$ cat config.mk
export PLATFORM = sky130hd
export DESIGN_NAME = spi_register_transaction_master_flat
export DESIGN_NICKNAME = d
export VERILOG_FILES = /design/src/hdl/srtm_pkg.sv /design/src/hdl/srtm_chan_if.sv /design/src/hdl/srtm_core.sv /design/src/hdl/spi_register_transaction_master.sv /design/src/flat_wrapper.sv
export VERILOG_INCLUDE_DIRS = /design/src /design/src/hdl
export SDC_FILE = /design/constraint.sdc
export NUM_CORES = 1
export LEC_CHECK = 0
export BUFFER_PORTS_ARGS = -buffer_cell sky130_fd_sc_hd__buf_2
export CAP_MARGIN = 20
export CORE_MARGIN = 1
export CORE_UTILIZATION = 40
export DETAILED_ROUTE_END_ITERATION = 10
export GPL_TIMING_DRIVEN = 0
export SLEW_MARGIN = 20
export SYNTH_ARGS = -nofsm -noshare
export SYNTH_HDL_FRONTEND = slang
export SYNTH_SLANG_ARGS = --single-unit
$ cat constraint.sdc
create_clock -name clk -period 4.1 [get_ports clk]
set_input_delay 0 -clock clk [delete_from_list [all_inputs] [get_ports clk]]
set_output_delay 0 -clock clk [all_outputs]
set_load 0.01 [all_outputs]
$ cat src/hdl/spi_register_transaction_master_assert.svh
// ---------------------------------------------------------------------------
// Assertion macros for the SPI register transaction master
// Clocked, reset-qualified property wrappers shared by the RTL.
// ---------------------------------------------------------------------------
`ifndef SPI_REGISTER_TRANSACTION_MASTER_ASSERT_SVH
`define SPI_REGISTER_TRANSACTION_MASTER_ASSERT_SVH

// Same-cycle implication, checked on every rising edge outside reset.
`define SRTM_ASSERT_NOW(label, ante, cons, msg) \
  label: assert property (@(posedge clk) disable iff (!rst_n) (ante) |-> (cons)) \
    else $error(msg);

// Next-cycle implication, checked on every rising edge outside reset.
`define SRTM_ASSERT_NEXT(label, ante, cons, msg) \
  label: assert property (@(posedge clk) disable iff (!rst_n) (ante) |=> (cons)) \
    else $error(msg);

`endif

$ cat src/hdl/srtm_pkg.sv
// ---------------------------------------------------------------------------
// SPI register transaction master package
// Request and result types, request kinds and the sequencer phase encoding.
// ---------------------------------------------------------------------------
package srtm_pkg;

  localparam int unsigned WaitW = 12;

  localparam logic [2:0] KIND_TICK   = 3'd0;
  localparam logic [2:0] KIND_STROBE = 3'd1;
  localparam logic [2:0] KIND_WRITE  = 3'd2;
  localparam logic [2:0] KIND_READ   = 3'd3;
  localparam logic [2:0] KIND_STATUS = 3'd4;

  localparam logic [7:0]       READ_FLAG     = 8'h80;
  localparam logic [7:0]       STATUS_FLAG   = 8'hC0;
  localparam logic [7:0]       DUMMY_BYTE    = 8'h00;
  localparam logic [WaitW-1:0] WAIT_LIMIT_RST = 12'd3000;

  typedef enum logic [4:0] {
    PH_IDLE = 5'b00001,
    PH_WAIT = 5'b00010,
    PH_SET  = 5'b00100,
    PH_RISE = 5'b01000,
    PH_FALL = 5'b10000
  } phase_t;

  typedef struct packed {
    logic [2:0] kind;
    logic [7:0] addr;
    logic [7:0] wdata;
    logic       miso;
  } req_t;

  typedef struct packed {
    logic       cs_n;
    logic       sck;
    logic       mosi;
    logic       busy_res;
    logic       done_res;
    logic [7:0] rdata;
    logic       timed_out;
  } res_t;

endpackage

$ cat src/hdl/srtm_chan_if.sv
// ---------------------------------------------------------------------------
// SPI register transaction master channel
// Valid/ready channel carrying one packed payload per request.
// ---------------------------------------------------------------------------
interface srtm_chan_if #(
  parameter type T = logic
);
  logic valid;
  logic ready;
  T     data;

  modport source (output valid, output data, input ready);
  modport sink (input valid, input data, output ready);
endinterface

$ cat src/hdl/srtm_core.sv
// ---------------------------------------------------------------------------
// SPI register transaction master sequencer
// Holds the transaction state and works out one tick per enabled cycle.
// ---------------------------------------------------------------------------
module srtm_core (
  input  logic                          clk,
  input  logic                          rst_n,
  input  logic                          step_en,
  input  srtm_pkg::req_t                req,
  input  logic [srtm_pkg::WaitW-1:0]    wait_limit,
  output srtm_pkg::res_t                res
);
  import srtm_pkg::*;

  phase_t           phase_r, phase_nxt;
  logic [2:0]       bit_idx_r, bit_idx_nxt;
  logic             byte_idx_r, byte_idx_nxt;
  logic [7:0]       tx_shift_r, tx_shift_nxt;
  logic [7:0]       rx_shift_r, rx_shift_nxt;
  logic [7:0]       tx_second_r, tx_second_nxt;
  logic [7:0]       rx_first_r, rx_first_nxt;
  logic [2:0]       req_kind_r, req_kind_nxt;
  logic [WaitW-1:0] wait_cnt_r, wait_cnt_nxt;
  logic             expired_r, expired_nxt;
  logic             mosi_r, mosi_nxt;
  logic [WaitW-1:0] wait_inc;
  logic [7:0]       rx_in;
  logic             done;
  logic [7:0]       rdata;
  logic             tmo;

  assign wait_inc = wait_cnt_r + 1'b1;
  assign rx_in    = {rx_shift_r[6:0], req.miso};

  always_comb begin
    phase_nxt     = phase_r;
    bit_idx_nxt   = bit_idx_r;
    byte_idx_nxt  = byte_idx_r;
    tx_shift_nxt  = tx_shift_r;
    rx_shift_nxt  = rx_shift_r;
    tx_second_nxt = tx_second_r;
    rx_first_nxt  = rx_first_r;
    req_kind_nxt  = req_kind_r;
    wait_cnt_nxt  = wait_cnt_r;
    expired_nxt   = expired_r;
    mosi_nxt      = mosi_r;
    done          = 1'b0;
    rdata         = 8'd0;
    tmo           = 1'b0;

    unique case (phase_r)
      PH_IDLE: begin
        case (req.kind) inside
          KIND_STROBE, KIND_WRITE, KIND_READ, KIND_STATUS: begin
            req_kind_nxt  = req.kind;
            tx_shift_nxt  = req.addr;
            tx_second_nxt = DUMMY_BYTE;
            if (req.kind == KIND_WRITE) begin
              tx_second_nxt = req.wdata;
            end else if (req.kind == KIND_READ) begin
              tx_shift_nxt = req.addr | READ_FLAG;
            end else if (req.kind == KIND_STATUS) begin
              tx_shift_nxt = req.addr | STATUS_FLAG;
            end
            bit_idx_nxt  = 3'd7;
            byte_idx_nxt = 1'b0;
            rx_shift_nxt = 8'd0;
            rx_first_nxt = 8'd0;
            wait_cnt_nxt = '0;
            expired_nxt  = 1'b0;
            phase_nxt    = PH_WAIT;
          end
          default: ;
        endcase
      end
      PH_WAIT: begin
        if (!req.miso) begin
          phase_nxt = PH_SET;
        end else begin
          wait_cnt_nxt = wait_inc;
          // A wrapped count also ends the wait; a zero limit acts as one, as the compare then holds at once.
          if (wait_inc >= wait_limit || wait_inc == '0) begin
            expired_nxt = 1'b1;
            phase_nxt   = PH_SET;
          end
        end
      end
      PH_SET: begin
        mosi_nxt  = tx_shift_r[bit_idx_r];
        phase_nxt = PH_RISE;
      end
      PH_RISE: begin
        phase_nxt = PH_FALL;
      end
      PH_FALL: begin
        rx_shift_nxt = rx_in;
        if (bit_idx_r != 3'd0) begin
          bit_idx_nxt = bit_idx_r - 3'd1;
          phase_nxt   = PH_SET;
        end else if (!byte_idx_r && req_kind_r != KIND_STROBE) begin
          rx_first_nxt = rx_in;
          tx_shift_nxt = tx_second_r;
          rx_shift_nxt = 8'd0;
          byte_idx_nxt = 1'b1;
          bit_idx_nxt  = 3'd7;
          phase_nxt    = PH_SET;
        end else begin
          done         = 1'b1;
          rdata        = (req_kind_r == KIND_WRITE) ? rx_first_r : rx_in;
          tmo          = expired_r;
          bit_idx_nxt  = 3'd7;
          byte_idx_nxt = 1'b0;
          phase_nxt    = PH_IDLE;
        end
      end
      default: begin
        phase_nxt = PH_IDLE;
      end
    endcase
  end

  always_ff @(posedge clk) begin
    if (!rst_n) begin
      phase_r     <= PH_IDLE;
      bit_idx_r   <= 3'd7;
      byte_idx_r  <= 1'b0;
      tx_shift_r  <= 8'd0;
      rx_shift_r  <= 8'd0;
      tx_second_r <= 8'd0;
      rx_first_r  <= 8'd0;
      req_kind_r  <= KIND_TICK;
      wait_cnt_r  <= '0;
      expired_r   <= 1'b0;
      mosi_r      <= 1'b0;
    end else if (step_en) begin
      phase_r     <= phase_nxt;
      bit_idx_r   <= bit_idx_nxt;
      byte_idx_r  <= byte_idx_nxt;
      tx_shift_r  <= tx_shift_nxt;
      rx_shift_r  <= rx_shift_nxt;
      tx_second_r <= tx_second_nxt;
      rx_first_r  <= rx_first_nxt;
      req_kind_r  <= req_kind_nxt;
      wait_cnt_r  <= wait_cnt_nxt;
      expired_r   <= expired_nxt;
      mosi_r      <= mosi_nxt;
    end
  end

  always_comb begin
    res.cs_n      = (phase_nxt == PH_IDLE);
    res.sck       = (phase_nxt == PH_FALL);
    res.mosi      = mosi_nxt;
    res.busy_res  = (phase_nxt != PH_IDLE);
    res.done_res  = done;
    res.rdata     = rdata;
    res.timed_out = tmo;
  end

endmodule

$ cat src/hdl/spi_register_transaction_master.sv
// ---------------------------------------------------------------------------
// SPI register transaction master
// Pin-level SPI mode-0 master for single register accesses to a radio.
// ---------------------------------------------------------------------------
// Every request on in_ch is one tick of the SPI sequence and yields exactly one
// result on out_ch holding the pin levels after that tick, plus busy, done,
// the returned byte and the timeout flag. One request is taken per clock
// cycle when the result side keeps up; each request is held in the input
// register, stepped by the sequencer, and its result held in the result
// register, which drives out_ch towards the consumer. A transaction request
// (strobe, register write, register read or status read) is only honoured
// while idle. Chip select then drops and the block waits for MISO to go low,
// for at most the number of ticks held in the wait limit register (written
// through cfg_we and cfg_wdata, 3000 after reset); if the wait runs out the
// transaction still goes ahead and timed_out is raised with done. Each bit
// takes three ticks: MOSI is set, SCK rises, then MISO is sampled as SCK falls,
// so a strobe lasts 24 ticks after the wait and two-byte accesses 48 ticks.
// The wait limit should only be written while no transaction is running.
`include "spi_register_transaction_master_assert.svh"

module spi_register_transaction_master (
  input  logic                       clk,
  input  logic                       rst_n,
  srtm_chan_if.sink                  in_ch,
  srtm_chan_if.source                out_ch,
  input  logic                       cfg_we,
  input  logic [srtm_pkg::WaitW-1:0] cfg_wdata
);
  import srtm_pkg::*;

  // Wait limit register; the user must write it only while the block is idle, as the block does not enforce it.
  logic [WaitW-1:0] wait_limit_r;

  // Input register stage: holds the request that the sequencer steps on next.
  logic in_valid_r;
  req_t in_req_r;

  // Result register stage: decouples the sequencer from the result consumer.
  logic out_valid_r;
  res_t out_res_r;

  logic out_free;
  logic step_en;
  logic in_take;
  res_t step_res;

  // The result register can load when empty or being emptied this cycle, and
  // the input register can load when empty or when its contents move on.
  assign out_free = !out_valid_r || out_ch.ready;
  assign step_en  = in_valid_r && out_free;
  assign in_take  = in_ch.valid && in_ch.ready;

  assign in_ch.ready  = !in_valid_r || out_free;
  assign out_ch.valid = out_valid_r;
  assign out_ch.data  = out_res_r;

  always_ff @(posedge clk) begin
    if (!rst_n) begin
      wait_limit_r <= WAIT_LIMIT_RST;
    end else if (cfg_we) begin
      wait_limit_r <= cfg_wdata;
    end
  end

  always_ff @(posedge clk) begin
    if (!rst_n) begin
      in_valid_r <= 1'b0;
    end else if (in_take) begin
      in_valid_r <= 1'b1;
    end else if (step_en) begin
      in_valid_r <= 1'b0;
    end
  end

  always_ff @(posedge clk) begin
    if (in_take) begin
      in_req_r <= in_ch.data;
    end
  end

  // The sequencer advances exactly once per request, as it enters the result
  // register.
  srtm_core u_core (
    .clk        (clk),
    .rst_n      (rst_n),
    .step_en    (step_en),
    .req        (in_req_r),
    .wait_limit (wait_limit_r),
    .res        (step_res)
  );

  always_ff @(posedge clk) begin
    if (!rst_n) begin
      out_valid_r <= 1'b0;
    end else if (step_en) begin
      out_valid_r <= 1'b1;
    end else if (out_ch.ready) begin
      out_valid_r <= 1'b0;
    end
  end

  always_ff @(posedge clk) begin
    if (step_en) begin
      out_res_r <= step_res;
    end
  end

  // Chip select and busy are two views of the same phase.
  `SRTM_ASSERT_NOW(a_cs_busy, out_valid_r, out_res_r.cs_n != out_res_r.busy_res, "cs_n and busy disagree")
  // A completing tick always leaves the block idle.
  `SRTM_ASSERT_NOW(a_done_idle, out_valid_r && out_res_r.done_res, !out_res_r.busy_res, "done while busy")
  // SCK is only high inside a transaction.
  `SRTM_ASSERT_NOW(a_sck_busy, out_valid_r && out_res_r.sck, out_res_r.busy_res, "sck high while idle")
  // Timeout and returned data are reported only with done.
  `SRTM_ASSERT_NOW(a_tmo_done, out_valid_r && !out_res_r.done_res, !out_res_r.timed_out && out_res_r.rdata == 8'd0, "result without done")
  // A held request is stepped as soon as the result register has room.
  `SRTM_ASSERT_NEXT(a_no_loss, in_valid_r && out_free, out_valid_r, "stepped request lost")

endmodule

$ cat src/flat_wrapper.sv
// flat-port wrapper written by rule: the top's interface ports become plain ports
module spi_register_transaction_master_flat import srtm_pkg::*;
  (clk, rst_n, cfg_we, cfg_wdata, in_ch_valid, in_ch_data, in_ch_ready, out_ch_valid, out_ch_data, out_ch_ready);
  srtm_chan_if #(.T(req_t)) in_ch_i ();
  srtm_chan_if #(.T(res_t)) out_ch_i ();
  input  logic clk;
  input  logic rst_n;
  input  logic cfg_we;
  input  logic [srtm_pkg::WaitW-1:0] cfg_wdata;
  input wire logic [$bits(in_ch_i.valid)-1:0] in_ch_valid;
  input wire logic [$bits(in_ch_i.data)-1:0] in_ch_data;
  output wire logic [$bits(in_ch_i.ready)-1:0] in_ch_ready;
  output wire logic [$bits(out_ch_i.valid)-1:0] out_ch_valid;
  output wire logic [$bits(out_ch_i.data)-1:0] out_ch_data;
  input wire logic [$bits(out_ch_i.ready)-1:0] out_ch_ready;
  assign in_ch_i.valid = in_ch_valid;
  assign in_ch_i.data = in_ch_data;
  assign in_ch_ready = in_ch_i.ready;
  assign out_ch_valid = out_ch_i.valid;
  assign out_ch_data = out_ch_i.data;
  assign out_ch_i.ready = out_ch_ready;
  spi_register_transaction_master u_core (.clk(clk), .rst_n(rst_n), .in_ch(in_ch_i), .out_ch(out_ch_i), .cfg_we(cfg_we), .cfg_wdata(cfg_wdata));
endmodule
==> run metrics <==
Layout Nets=641; worst setup path startpoint=u_core.u_core.wait_cnt_r[0]; Initial Utilization=0.415; Final Slew Violations=0; peak supply drop=around 0.25 mV; Worst Tran Pin Value=between 0.8 and 0.9 ns; H-tree depth=3; Reg clk slew, reported paths=roughly 0.07 ns; Cell Rows=39; Die Span Y=around 110 um; Ys Warns=0; Pleak=0.00232 uW; vias per std cell=just over 5; first-pass detailed-route iteration total=8; CTS Buf Count=9; Placed Cells=between 600 and 700; CTS Sinks=between 100 and 150; largest net degree at the start of global routing=24; synthesis-to-layout area growth=22.3%; Worst Hold Launch=rst_n; Worst Path Arrival=around 3.4 ns; Synth cell types=57; setup bufs post-CTS=0; gpl congestion=0.805; Avg Synthesized Cell Area=a little under 10 um^2; share of layout cells above drive strength 1=0.159; Mapped Area=between 0.004 and 0.005 mm^2; initial antenna violation count=0; first-pass GRT wire length=around 18,000 um; ANT cells=0; post-layout min period=around 3.2 ns; Startpoint Class=flip-flop; RR Startpoint=u_core.u_core.wait_cnt_r[0]; Die ar.=between 0.01 and 0.015 mm^2; post-synthesis sequential area ratio=0.508; f_max=between 300 and 400 MHz; Max Cap Viol=0; largest fanout on the critical path=7; Worst Hold Class=in2reg; Worst slew margin=0.412; TNS Setup=0 ns; gr usage total=0.178; Post-Synthesis Net Count=545; vias in the first global route=roughly 3.7k; Root Buffer=clkbuf_16; # port buffers=51; final wirelength=approximately 10,000 um; FF-to-FF setup slack=0.94 ns; Gate Count Post-Synth=between 400 and 500; outcome=finished, violations left; Detail Route Antenna Nets=0; Post-synth EDFFs=34; Post-CTS Hold Buffers=34; dominant synthesized flop cell=dfxtp_1; WS Path Type=reg2reg; post-synthesis register bit count=about 110; power per standard cell area=between 300 and 400 mW/mm^2; Reg2Reg Depth=10; DP Wirelength=around 7200 um; CTS tree=yes; hold path depth=3; drt drc=4; routed len/inst=approximately 14 um; IO Pins=53; Chip Width=roughly 110 um; post-route insts no fill=roughly 740; failing checks=design-rule violations; CTS Buffer Depth=2; worst skew pair latency=0.35 ns; Core ar.=approximately 0.012 mm^2; pre-CTS setup slack=between 0.9 and 1 ns; final worst setup slack=approximately 0.94 ns; Filler Cell Count=~1.1k; final setup fails=0; 1st-iter DRT viols=between 150 and 200; final hold violations=0; total grt overflow=0; required time worst endpoint=4.33 ns; Multi-input gate area=0.00215 mm^2; register area=~0.0024 mm^2; clock skew=just over 0.009 ns; PostCTS Resize Cnt=0; unrepaired setup endpoints after global routing=false; Async SR Flop Fraction=0; Worst setup EP type=flip-flop; fin crit share=0.771; Via Count=about 3.8k
cells in the mapped netlist (3+ instances only):
cell type	count	area share
buf_1	3	0.0023
inv_1	19	0.015
nor2_1	39	0.030
and2_1	8	0.010
xnor2_1	8	0.015
clkbuf_1	14	0.011
nand3_1	19	0.020
nand2_1	63	0.049
edfxtp_1	34	0.21
a22o_1	8	0.015
nand4_1	4	0.0052
a211oi_1	3	0.0047
a21boi_0	5	0.0078
nor3b_1	3	0.0047
o211ai_1	12	0.019
a311oi_1	6	0.011
nor3_1	14	0.015
or3_1	3	0.0039
mux2i_1	14	0.029
a21oi_1	31	0.032
a22oi_1	7	0.011
o21ai_0	22	0.023
nand3b_1	5	0.0078
buf_2	3	0.0031
nor2_2	3	0.0039
xor2_1	6	0.011
or2_2	3	0.0039
ha_1	16	0.042
nor2b_1	11	0.014
dfxtp_1	71	0.30
cell type report:
type	count	area share
clock buffers	11	0.0432
inverters	20	0.0128
multi-input cells	342	0.366
flip-flops and latches	105	0.416
well taps	143	0.0304
plain buffers	25	0.0234
clock inverters	5	0.00724
repair buffers	85	0.101
sequential cells by signal, indices dropped and copies added, names as in the netlist:
name                       cells
u_core.out_ch.data            14
u_core.u_core.req_kind_r       3
u_core.u_core.mosi_r           1
u_core.u_core.bit_idx_r        3
u_core.u_core.phase_r          5
u_core.u_core.rx_first_r       8
u_core.in_valid_r              1
u_core.u_core.tx_shift_r       8
u_core.out_ch.valid            1
u_core.u_core.expired_r        1
u_core.u_core.wait_cnt_r      12
u_core.wait_limit_r           12
u_core.in_req_r               20
u_core.u_core.byte_idx_r       1
u_core.u_core.rx_shift_r       7
u_core.u_core.tx_second_r      8
cell usage in the layout (no fill, tap or decap), drive strengths merged, types with 16 or more instances in the layout:
cell         instances
a21oi               32
buf                 60
clkbuf              27
dfxtp               71
dlygate4sd3         34
edfxtp              34
ha                  16
inv                 23
nand2               64
nand3               19
nor2                42
o21ai               23
final timing paths:
check	endpoint
setup / recovery	u_core.u_core.expired_r
hold / removal	u_core.u_core.tx_shift_r[3]
setup reg to reg	u_core.u_core.expired_r
hold reg to reg	u_core.u_core.tx_second_r[7]
worst max-delay path, stage by stage, from the launching register on:
cell     delay, ns
dfxtp_1       0.44
ha_1          0.27
nand3_1       0.23
nor3_1        0.54
nand3_1       0.16
xnor2_1       0.25
ha_1          0.29
a21o_1        0.16
a21oi_1       0.12
o21ai_0       0.20
o311a_1       0.38
layer usage:
metal,up-vias,wire length [um],global-route usage
met2,78,4730,0.291
met3,9,421,0.0338
met1,1733,5130,0.238
li1,1943,-,-
met5,-,0,0
met4,0,118,0.0604
cells by family after synthesis:
kind of cell / Yosys count / synth area share
AND/OR/NAND/NOR: 187 / 0.193
AO/OA/AOI/OAI: 109 / 0.149
flip-flops: 105 / 0.508
buffers and inverters: 45 / 0.0440
multiplexers: 16 / 0.0385
adder cells (fa/ha/maj): 16 / 0.0417
XOR/XNOR: 14 / 0.0255
where the power goes:
group	leakage, uW	internal, uW	switching (uW)
Clock	0.000148	458	400
Combinational	0.00127	78.4	93.6
Sequential	0.000901	1110	17.4
through the flow:
stage / hold slack [ns] / total power [uW] / instance area, um^2 / util
after floorplan: 0.0989 / 1240 / 4800 / -
after global placement: 0.176 / 1290 / 5240 / 0.453
after detailed placement: 0.178 / 1300 / 5240 / 0.453
after CTS: 0.0555 / 2170 / 5880 / 0.508
after global routing: 0.0723 / 2240 / 5880 / 0.508
final: 0.0660 / 2160 / 5880 / 0.508
Note: power is estimated with default switching activity, not from simulation.
